[config.mk]
export PLATFORM = sky130hd
export DESIGN_NAME = crc8_record_frame_checker_unit
export DESIGN_NICKNAME = d
export VERILOG_FILES = /design/src/crc8rfc_pkg.sv /design/src/crc8rfc_cfg_regs.sv /design/src/crc8rfc_parser.sv /design/src/crc8rfc_out_fifo.sv /design/src/crc8_record_frame_checker_unit.sv
export SDC_FILE = /design/constraint.sdc
export NUM_CORES = 1
export LEC_CHECK = 0
export ABC_AREA = 1
export BUFFER_PORTS_ARGS = -buffer_cell sky130_fd_sc_hd__buf_2
export CAP_MARGIN = 20
export CORE_MARGIN = 2
export CORE_UTILIZATION = 40
export CTS_BUF_LIST = sky130_fd_sc_hd__clkbuf_4
export DETAILED_ROUTE_END_ITERATION = 8
export PLACE_DENSITY_LB_ADDON = 0.1
export SKIP_LAST_GASP = 1
export SYNTH_ARGS = -nofsm -noshare
export SYNTH_HDL_FRONTEND = slang
export SYNTH_SLANG_ARGS = --single-unit
[constraint.sdc]
create_clock -name clk_i -period 3.35 [get_ports clk_i]
set_input_delay 0.1675 -clock clk_i [delete_from_list [all_inputs] [get_ports clk_i]]
set_output_delay 0.1675 -clock clk_i [all_outputs]
set_load 0.02 [all_outputs]
[src/crc8rfc_pkg.sv]
`timescale 1ns / 1ps
// ----------------------------------------------------------------------------
// crc8rfc_pkg
// Shared types, codes and the CRC-8 byte step of the record frame checker.
// ----------------------------------------------------------------------------
package crc8rfc_pkg;

  localparam int MAX_PAYLOAD_DEF = 256;
  localparam int OUT_DEPTH       = 4;

  localparam logic [7:0]  CRC_POLY     = 8'h07;
  localparam logic [7:0]  CRC_INIT     = 8'h00;
  localparam logic [15:0] CAPACITY_RST = 16'd256;

  // status codes
  localparam logic [2:0] ST_OK        = 3'd0;
  localparam logic [2:0] ST_BAD_MARK  = 3'd1;
  localparam logic [2:0] ST_BAD_VER   = 3'd2;
  localparam logic [2:0] ST_BAD_LEN   = 3'd3;
  localparam logic [2:0] ST_OVER_CAP  = 3'd4;
  localparam logic [2:0] ST_CRC_ERR   = 3'd5;

  // parser position
  localparam logic [2:0] POS_MARKER   = 3'd0;
  localparam logic [2:0] POS_VERSION  = 3'd1;
  localparam logic [2:0] POS_LEN_LO   = 3'd2;
  localparam logic [2:0] POS_LEN_HI   = 3'd3;
  localparam logic [2:0] POS_CRC      = 3'd4;
  localparam logic [2:0] POS_RSVD     = 3'd5;
  localparam logic [2:0] POS_PAYLOAD  = 3'd6;

  // register indexes
  localparam logic [1:0] REG_MARKER   = 2'd0;
  localparam logic [1:0] REG_VERSION  = 2'd1;
  localparam logic [1:0] REG_CAPACITY = 2'd2;

  typedef struct packed {
    logic [7:0]  marker_value;
    logic [7:0]  format_version;
    logic [15:0] out_capacity;
  } cfg_t;

  typedef struct packed {
    logic       payload_valid;
    logic [7:0] payload_byte;
    logic       verdict_valid;
    logic [2:0] status;
    logic [8:0] record_length;
    logic       end_of_run;
  } result_t;

  typedef struct packed {
    logic [1:0] count;
    result_t    res0;
    result_t    res1;
  } push_t;

  function automatic logic [7:0] crc8_byte(input logic [7:0] crc, input logic [7:0] b);
    logic [7:0] c;
    c = crc ^ b;
    for (int k = 0; k < 8; k++) begin
      c = c[7] ? ({c[6:0], 1'b0} ^ CRC_POLY) : {c[6:0], 1'b0};
    end
    return c;
  endfunction

endpackage

[src/crc8rfc_cfg_regs.sv]
`timescale 1ns / 1ps
// ----------------------------------------------------------------------------
// crc8rfc_cfg_regs
// APB register file: marker, format version and consumer capacity.
// ----------------------------------------------------------------------------
module crc8rfc_cfg_regs
  import crc8rfc_pkg::*;
(
  input  logic        clk_i,
  input  logic        rst_ni,
  input  logic        psel,
  input  logic        penable,
  input  logic        pwrite,
  input  logic [3:0]  paddr,
  input  logic [31:0] pwdata,
  output logic [31:0] prdata,
  output logic        pready,
  output cfg_t        cfg_o
);

  cfg_t cfg_q;
  logic wr_en;

  assign pready = 1'b1;
  assign wr_en  = psel & penable & pwrite & pready;
  assign cfg_o  = cfg_q;

  always_ff @(posedge clk_i or negedge rst_ni) begin
    if (!rst_ni) begin
      cfg_q.marker_value   <= 8'h00;
      cfg_q.format_version <= 8'h00;
      cfg_q.out_capacity   <= CAPACITY_RST;
    end else if (wr_en) begin
      unique case (paddr[3:2])
        REG_MARKER:   cfg_q.marker_value   <= pwdata[7:0];
        REG_VERSION:  cfg_q.format_version <= pwdata[7:0];
        REG_CAPACITY: cfg_q.out_capacity   <= pwdata[15:0];
        default: ;
      endcase
    end
  end

  always_comb begin
    unique case (paddr[3:2])
      REG_MARKER:   prdata = {24'h0, cfg_q.marker_value};
      REG_VERSION:  prdata = {24'h0, cfg_q.format_version};
      REG_CAPACITY: prdata = {16'h0, cfg_q.out_capacity};
      default:      prdata = 32'h0;
    endcase
  end

endmodule

[src/crc8rfc_parser.sv]
`timescale 1ns / 1ps
// ----------------------------------------------------------------------------
// crc8rfc_parser
// Header parse, checks and payload CRC; up to two results per byte.
// ----------------------------------------------------------------------------
module crc8rfc_parser
  import crc8rfc_pkg::*;
#(
  parameter int MAX_PAYLOAD = MAX_PAYLOAD_DEF
) (
  input  logic       clk_i,
  input  logic       rst_ni,
  input  logic       accept_i,
  input  logic       sor_i,
  input  logic [7:0] byte_i,
  input  cfg_t       cfg_i,
  output push_t      push_o
);

  localparam int CW = $clog2(MAX_PAYLOAD + 1);

  logic [2:0]    pos_q, pos_d;
  logic [2:0]    err_q, err_d;
  logic          fin_q, fin_d;
  logic [7:0]    crc_q, crc_d;
  logic [15:0]   len_q, len_d;
  logic [7:0]    hcrc_q, hcrc_d;
  logic [CW-1:0] cnt_q, cnt_d;

  logic [2:0]    pos_e, err_e, hdr_err;
  logic [7:0]    crc_n;
  logic [CW-1:0] cnt_n;
  logic          last;
  result_t       none;

  always_comb begin
    none = '0;
    pos_e = sor_i ? POS_MARKER : pos_q;
    err_e = sor_i ? ST_OK : err_q;
    crc_n = crc8_byte(crc_q, byte_i);
    cnt_n = cnt_q + CW'(1);
    last  = 16'(cnt_n) >= len_q;

    hdr_err = err_e;
    if (hdr_err == ST_OK && (len_q == 16'd0 || len_q > 16'(MAX_PAYLOAD))) begin
      hdr_err = ST_BAD_LEN;
    end
    if (hdr_err == ST_OK && len_q > cfg_i.out_capacity) begin
      hdr_err = ST_OVER_CAP;
    end

    pos_d  = pos_q;
    err_d  = err_q;
    fin_d  = fin_q;
    crc_d  = crc_q;
    len_d  = len_q;
    hcrc_d = hcrc_q;
    cnt_d  = cnt_q;
    push_o = '{count: 2'd0, res0: none, res1: none};

    if (accept_i && (sor_i || !fin_q)) begin
      fin_d = 1'b0;
      err_d = err_e;
      pos_d = (pos_e == POS_PAYLOAD) ? POS_PAYLOAD : pos_e + 3'd1;
      case (pos_e)
        POS_MARKER: begin
          err_d = (byte_i != cfg_i.marker_value) ? ST_BAD_MARK : ST_OK;
        end
        POS_VERSION: begin
          if (err_e == ST_OK && byte_i != cfg_i.format_version) err_d = ST_BAD_VER;
        end
        POS_LEN_LO: len_d = {8'h00, byte_i};
        POS_LEN_HI: len_d = {byte_i, len_q[7:0]};
        POS_CRC:    hcrc_d = byte_i;
        POS_RSVD: begin
          crc_d = CRC_INIT;
          cnt_d = '0;
          if (hdr_err != ST_OK) begin
            fin_d = 1'b1;
            push_o.count = 2'd1;
            push_o.res0.verdict_valid = 1'b1;
            push_o.res0.status        = hdr_err;
            push_o.res0.end_of_run    = 1'b1;
          end
        end
        default: begin
          crc_d = crc_n;
          cnt_d = cnt_n;
          push_o.res0.payload_valid = 1'b1;
          push_o.res0.payload_byte  = byte_i;
          push_o.res0.end_of_run    = !last;
          push_o.count = 2'd1;
          if (last) begin
            fin_d = 1'b1;
            push_o.count = 2'd2;
            push_o.res1.verdict_valid = 1'b1;
            push_o.res1.status        = (crc_n == hcrc_q) ? ST_OK : ST_CRC_ERR;
            push_o.res1.record_length = (crc_n == hcrc_q) ? len_q[8:0] : 9'd0;
            push_o.res1.end_of_run    = 1'b1;
          end
        end
      endcase
    end
  end

  always_ff @(posedge clk_i or negedge rst_ni) begin
    if (!rst_ni) begin
      pos_q  <= POS_MARKER;
      err_q  <= ST_OK;
      fin_q  <= 1'b1;
      crc_q  <= CRC_INIT;
      len_q  <= 16'h0;
      hcrc_q <= 8'h00;
      cnt_q  <= '0;
    end else begin
      pos_q  <= pos_d;
      err_q  <= err_d;
      fin_q  <= fin_d;
      crc_q  <= crc_d;
      len_q  <= len_d;
      hcrc_q <= hcrc_d;
      cnt_q  <= cnt_d;
    end
  end

endmodule

[src/crc8rfc_out_fifo.sv]
`timescale 1ns / 1ps
// ----------------------------------------------------------------------------
// crc8rfc_out_fifo
// Result queue: takes up to two results a cycle, hands out one while ready_i is high.
// ----------------------------------------------------------------------------
module crc8rfc_out_fifo
  import crc8rfc_pkg::*;
(
  input  logic    clk_i,
  input  logic    rst_ni,
  input  push_t   push_i,
  output logic    room_o,
  output logic    valid_o,
  input  logic    ready_i,
  output result_t head_o
);

  localparam int PW = $clog2(OUT_DEPTH);
  localparam int NW = $clog2(OUT_DEPTH + 1);

  result_t       mem [OUT_DEPTH];
  logic [PW-1:0] wr_q, rd_q;
  logic [NW-1:0] cnt_q;
  logic          pop;

  assign valid_o = cnt_q != '0;
  assign head_o  = mem[rd_q];
  assign pop     = valid_o & ready_i;
  assign room_o  = cnt_q <= NW'(OUT_DEPTH - 2);

  always_ff @(posedge clk_i) begin
    if (push_i.count != 2'd0) mem[wr_q] <= push_i.res0;
    if (push_i.count == 2'd2) mem[wr_q + PW'(1)] <= push_i.res1;
  end

  always_ff @(posedge clk_i or negedge rst_ni) begin
    if (!rst_ni) begin
      wr_q  <= '0;
      rd_q  <= '0;
      cnt_q <= '0;
    end else begin
      wr_q  <= wr_q + PW'(push_i.count);
      rd_q  <= rd_q + PW'(pop);
      cnt_q <= cnt_q + NW'(push_i.count) - NW'(pop);
    end
  end

endmodule

[src/crc8_record_frame_checker_unit.sv]
`timescale 1ns / 1ps
// ----------------------------------------------------------------------------
// crc8_record_frame_checker_unit
// Length-framed record checker with CRC-8 (poly 0x07) over the payload.
//
// channel   dir  tdata                 tuser                          tlast
// s_axis    in   stored_byte           start_of_record                -
// m_axis    out  byte/status/length    payload_valid, verdict_valid   end_of_run
// apb       in   regs 0x0 marker, 0x4 version, 0x8 capacity
//
// One byte accepted per cycle while s_axis_tready is high; each byte is parsed in the cycle it is taken.
// The last payload byte yields two results; the 4-entry result queue drains
// one per cycle while m_axis_tready is high.
// s_axis_tready drops only while the queue lacks room for two results.
// Reset: parser idles until a start byte; no clearing pass.
// ----------------------------------------------------------------------------
module crc8_record_frame_checker_unit
  import crc8rfc_pkg::*;
#(
  parameter int MAX_PAYLOAD = MAX_PAYLOAD_DEF
) (
  input  logic        clk_i,
  input  logic        rst_ni,
  input  logic        s_axis_tvalid,
  output logic        s_axis_tready,
  input  logic [7:0]  s_axis_tdata,   // [7:0] stored_byte
  input  logic [0:0]  s_axis_tuser,   // [0] start_of_record
  output logic        m_axis_tvalid,
  input  logic        m_axis_tready,
  output logic [23:0] m_axis_tdata,   // [7:0] payload_byte, [10:8] status,
                                      // [19:11] record_length, [23:20] zero
  output logic [1:0]  m_axis_tuser,   // [0] payload_valid, [1] verdict_valid
  output logic        m_axis_tlast,   // end_of_run
  input  logic        psel,
  input  logic        penable,
  input  logic        pwrite,
  input  logic [3:0]  paddr,
  input  logic [31:0] pwdata,
  output logic [31:0] prdata,
  output logic        pready
);

  cfg_t    cfg;
  push_t   push;
  result_t head;
  logic    room;

  assign s_axis_tready = room;

  crc8rfc_cfg_regs u_cfg (
    .clk_i, .rst_ni, .psel, .penable, .pwrite, .paddr, .pwdata, .prdata, .pready,
    .cfg_o(cfg)
  );

  crc8rfc_parser #(.MAX_PAYLOAD(MAX_PAYLOAD)) u_parser (
    .clk_i, .rst_ni,
    .accept_i(s_axis_tvalid & s_axis_tready),
    .sor_i(s_axis_tuser[0]),
    .byte_i(s_axis_tdata),
    .cfg_i(cfg),
    .push_o(push)
  );

  crc8rfc_out_fifo u_fifo (
    .clk_i, .rst_ni,
    .push_i(push),
    .room_o(room),
    .valid_o(m_axis_tvalid),
    .ready_i(m_axis_tready),
    .head_o(head)
  );

  assign m_axis_tdata = {4'h0, head.record_length, head.status, head.payload_byte};
  assign m_axis_tuser = {head.verdict_valid, head.payload_valid};
  assign m_axis_tlast = head.end_of_run;

endmodule

# After elaboration in Yosys (flattened, before gate mapping)
# Memory sizes are Yosys's and may differ from the RTL's.
# Index checks and enable logic that the tools add are counted.
# word_totals
ff_bits,87
latchBits,0
ramBits,92
romBits,0
input_bits,52
output_inout_bits,62
word_cells,120
memories,1
# classes
addsub,7
multipliers,0
div,0
magnitude_cmp,4
n_eq_ne,12
shifts,0
muxes,41
bitwise_logic,15
reduce_logical,26
# memory_table
name,depth,width,rd,rd_clocked_by_memory_dff,write_ports,line_no,rtl
u_fifo.mem,4,23,1,0,2,crc8rfc_out_fifo.sv:21,result_t mem [OUT_DEPTH];
# ops
op,n
$pmux 16 s3,1
$mux 3,15
$mux 14,3
$pmux 16 s2,1
$not 3->3,8
$mux 9,2
$pmux 9 s2,1
$ge 9x16->1,1
$gt 16x16->1,1
$gt 16x9->1 const B,1
$logic_not 16->1,1
$ne 8x8->1,2
$pmux 8 s2,1
$mux 15,1
$reduce_and 2->1,6
$add 9x1->9 const B,1
$eq 3x3->1 const B,3
$logic_not 3->1,3
$mux 1,9
$eq 8x8->1,1
$mux 4,2
$xor 8x8->8,1
$eq 3x2->1 const B,2
$pmux 3 s2,1
other kinds (24),37

# Logic depth before layout (Yosys ltp)
# depth
depth_word,22
ltp_mapped,22
mapped_depth_nobuf,21

# Hierarchy
# From an unflattened synthesis, not the netlist that was laid out.
# unflattened
hier_cells,1339
area_unflattened_um2,11021.8
# modules_own_cells
mod,instances,cells_each,area_each_um2,seq_area_each_um2
crc8rfc_out_fifo,1,532,5205.0,2937.8
crc8rfc_parser,1,585,4131.5,1202.4
crc8rfc_cfg_regs,1,215,1644.1,802.0
crc8_record_frame_checker_unit,1,7,41.3,0.0

# Worst setup path after synthesis
# OpenSTA, ideal clock, no wires.
# synth_timing
kind,register to register
start,reg u_parser.cnt_q[0]
end,reg u_fifo.cnt_q[2]
setup_ps,123
arrival_time_ps,3446
required_time_ps,3227
setup_slack_ps,-218
path_stages_with_launch,19
path_buffers,1
period_less_slack_ps,3568
path_cell_list,dfrtp_1 > ha_1 > nand3_1 > or4_1 > xor2_1 > inv_1 > ha_1 > nand3_1 > nor2_1 > nand3_1 > nand3_1 > nand2_1 > nor2_1 > buf_2 > inv_1 > ha_1 > inv_1 > fa_1 > xnor2_1
# synth_via
elab_chain_len,7
# synth_rtl
element,line_no,rtl
"start, declared",crc8rfc_parser.sv:28,"logic [CW-1:0] cnt_q, cnt_d;"
"start signal, assigned",crc8rfc_parser.sv:122,cnt_q <= cnt_d;
$add 9x1->9,crc8rfc_parser.sv:41,cnt_n = cnt_q + CW'(1);
$ge 9x16->1,crc8rfc_parser.sv:42,last = 16'(cnt_n) >= len_q;
$mux 2,crc8rfc_parser.sv:93,if (last) begin
$pmux 2 s2,crc8rfc_parser.sv:65,case (pos_e)
$mux 15,crc8rfc_parser.sv:61,if (accept_i && (sor_i || !fin_q)) begin
$add 3x2->3,crc8rfc_out_fifo.sv:44,cnt_q <= cnt_q + NW'(push_i.count) - NW'(pop);
$sub 3x1->3,crc8rfc_out_fifo.sv:44,
"end signal, assigned",crc8rfc_out_fifo.sv:44,
"end, declared",crc8rfc_out_fifo.sv:23,logic [NW-1:0] cnt_q;
# Every way passes these cells.
# A chain may end at the register's enable or synchronous reset.

# Final worst setup path
# layout_timing
start,reg u_parser.cnt_q[1]
end,reg u_fifo.cnt_q[2]
# The elaborated chain is that of the path after synthesis.

==> run_results.csv <==
group,metric,value,unit
floorplanning,start_util,40.3,%
finish,drive_above_1_share,17.2,%
timing,relSlewSlack,34.4,%
routing,finalWirelength,26.0,mm
worst_hold_path,min_path_type,"in -> reg",
outcome,violations,"setup timing",
routing,drc,0,
synth,synth.distinct_cells,51,
grt,grt_pass1_wl,42.4,mm
critical_path,critPathLaunch,"u_parser.cnt_q[1]$_DFFE_PN0P_",
power_and_ir_drop,power.share.clock,15.1,%
grt,grt_pass1_vias,7789,
critical_path,timing.rr.start,"u_parser.cnt_q[1]$_DFFE_PN0P_",
critical_path,r2r_slack,-60,ps
timing,finalClockSkew,35.2,ps
routing,dr_wl_met3,896,µm
run,maxCapViolCount,0,
clock_network,cts_tree,"yes",
worst_hold_path,hp-start,"s_axis_tvalid",
timing,rsz0062_at_grt,"true",
placed_design,hpwl,18.6,mm
timing,drv_slew,0,
grt,antenna_found_initial,1,
critical_path,arrival,3890,ps
finish,fin_area,11300,µm²
timing,fin_crit_sh,102,%
floorplanning,fp-row-count,57,
floorplanning,io_pins,114,
synth,ys_warn_count,0,
clock_network,clk_pin_slew,160,ps
clock_network,cts_root_buffer,"clkbuf_4",
finish,most-common-layout-cells,"nand2_1 (288), inv_1 (119), nor2_1 (117)",
critical_path,startpoint_type,"flop",
power_and_ir_drop,finalPower,7.99,mW
clock_network,ctsHtreeMaxLevel,4,
routing,wl_met1,12.5,mm
grt,grt_use_total,20.9,%
power_and_ir_drop,leakage,5.30,nW
power_and_ir_drop,power.internal,4.36,mW
finish,syn2layout_area_growth,15.8,%
placed_design,port_buffers,74,
clock_network,clk_latency,600,ps
routing,first_iter_violations,435,
timing,period_needed,3410,ps
synth,synthFlopType,"dfrtp_1",
timing,hold_viol,0,
critical_path,cp-end-kind,"flop",
clock_network,clkSinkCount,179,
synth,syn_inst,1174,
routing,wl_met2,12.1,mm
routing,vias,7983,
timing,fin_ws,-62.1,ps
finish,nets,1385,
routing,firstDrtPassIters,4,
critical_path,cp_max_fo,3,
routing,top_layer,"met4",
floorplanning,die-area,25600,µm²
routing,viasPerCell,4.88,
power_and_ir_drop,comb_power_share,46.5,%
floorplanning,core_area,24100,µm²
clock_network,cts_inserted_buffers,17,
routing,wl_per_cell,15.9,µm
synth,async_reset_ff_share,48.6,%
power_and_ir_drop,irDropWorstVdd,0.000244,V
synth,synth-edff-count,52,
floorplanning,die_h,160,µm
timing,tightest_slew,978,ps
floorplanning,fp.dieW,160,µm
routing,drtAntennaViolNets,0,
finish,layout_commonest_cell,"nand2_1",
grt,gr-total-overflow,0,
timing,setup_violations,2,
power_and_ir_drop,seq_power_share,38.4,%
timing,fin_setup_tns,-121,ps
critical_path,cp_data_required_time,3820,ps
clock_network,cts_buffer_depth,2,
synth,avgSynthCellArea,8.28,µm²
timing,fmax,293,MHz
synth,netlist_area,9720,µm²
synth,synth_seq_cells,179,
critical_path,critPathKind,"reg -> reg",
grt,grt_max_degree,55,
placed_design,placed_cell_area,10500,µm²
power_and_ir_drop,p_sw,3.63,mW
placed_design,gp_congestion,0.811,
power_and_ir_drop,swShare,45.4,%
synth,synth_seq_area_share,46.7,%
outcome,status,"finished with violations",
power_and_ir_drop,power_density,710,nW/µm²
[cell families after synthesis]
kind of cell	synth area share (%)
AOI/OAI and AO/OA	11.4
other	0.0773
DFF	46.7
and+or+nand+nor	24.0
xor gates and xnor gates	4.04
adders and majority gates	4.84
buffers and inverters	8.93
[synth_stat cells, types with 18 or more instances]
cell type  instances  area (µm²)
clkbuf_1          22        82.6
nand2_1          291        1090
xnor2_1           20         175
a21oi_1           28         140
o22ai_1           33         206
ha_1              36         450
dfrtp_1           85        2130
nor2_1           119         447
inv_1            123         462
dfxtp_1           40         801
buf_4             27         203
xor2_1            18         158
nand3_1           47         235
o21ai_0          117         586
nor3_2            18         180
edfxtp_1          52        1560
[registers in the layout, indices dropped and copies added (netlist names), 8 cells and up]
name             count
u_fifo.mem          92
u_cfg.cfg_o         32
u_parser.hcrc_q      8
u_parser.crc_q       8
u_parser.len_q      16
u_parser.cnt_q       9
[worst max-delay path, cell delays in order (launching register included)]
cell and delay [ps]:
dfrtp_1 460, buf_6 130, nand3_4 70, inv_2 60
nand4_1 100, nor2_1 150, xor2_1 200, inv_1 70
ha_1 300, a21oi_1 150, o21ai_0 100, a21o_1 160
nand2_1 70, nand3_2 100, o21ai_2 180, inv_1 70
ha_1 270, inv_1 50, ha_2 170, fa_2 330
xnor2_1 130
[layer usage]
layer	track usage [%]	up-vias
met5	0	-
met4	5.94	0
met3	2.96	30
met2	33.9	169
met1	29.4	3736
li1	-	4048
[layout make-up]
type                    count  area, µm²
inverters                 131        494
diodes                      3       7.51
clock buffers              18        135
repair buffers            145       1040
well taps                 324        405
fillers                  2474      12800
multi-input cells         822       4510
flip-flops and latches    179       4540
clock inverters            14        130
[worst paths after layout]
check,to,cells after the start
max,u_fifo.cnt_q[2]$_DFF_PN0_,20
min,u_parser.cnt_q[3]$_DFFE_PN0P_,4
max reg2reg,u_fifo.cnt_q[2]$_DFF_PN0_,20
min reg2reg,u_fifo.mem[0][19]$_SDFFE_PP0N_,2
max in group asynchronous,u_cfg.cfg_o[8]$_DFFE_PN1P_,3
min in group asynchronous,u_parser.cnt_q[0]$_DFFE_PN0P_,2
[metrics by stage]
stage / worst slack [ps] / utilization (%) / std cells / hold WS (ps)
floorplan: 1.32 / - / 1193 / -128
global placement: -61.8 / 43.6 / 1560 / 281
detailed placement: -84.0 / 43.6 / 1560 / 277
CTS: 12.1 / 45.9 / 1623 / 59.5
global route: -234 / 46.7 / 1636 / 93.3
finish: -62.1 / 46.7 / 1636 / 88.5
[power by group through the flow]
| stage | Combinational [mW] | Sequential, mW | Clock, mW |
|---|---|---|---|
| after CTS | 3.68 | 3.06 | 1.25 |
| after global routing | 4.25 | 3.13 | 1.33 |
| after global placement | 3.60 | 3.10 | 0 |
| after detailed placement | 3.63 | 3.11 | 0 |
| after floorplan | 2.69 | 2.99 | 0 |
| final | 3.71 | 3.07 | 1.21 |
[what timing repair did]
action | in CTS | in global routing
pin swaps | 5 | 18
endpoints found under the setup margin | 18 | 47
gates resized for setup | 2 | 22
endpoints found under the hold margin | 117 | 0
setup buffers | 5 | 10
cloned | 0 | 0
hold buffers | 26 | 0
(Power assumes the default switching activity.)
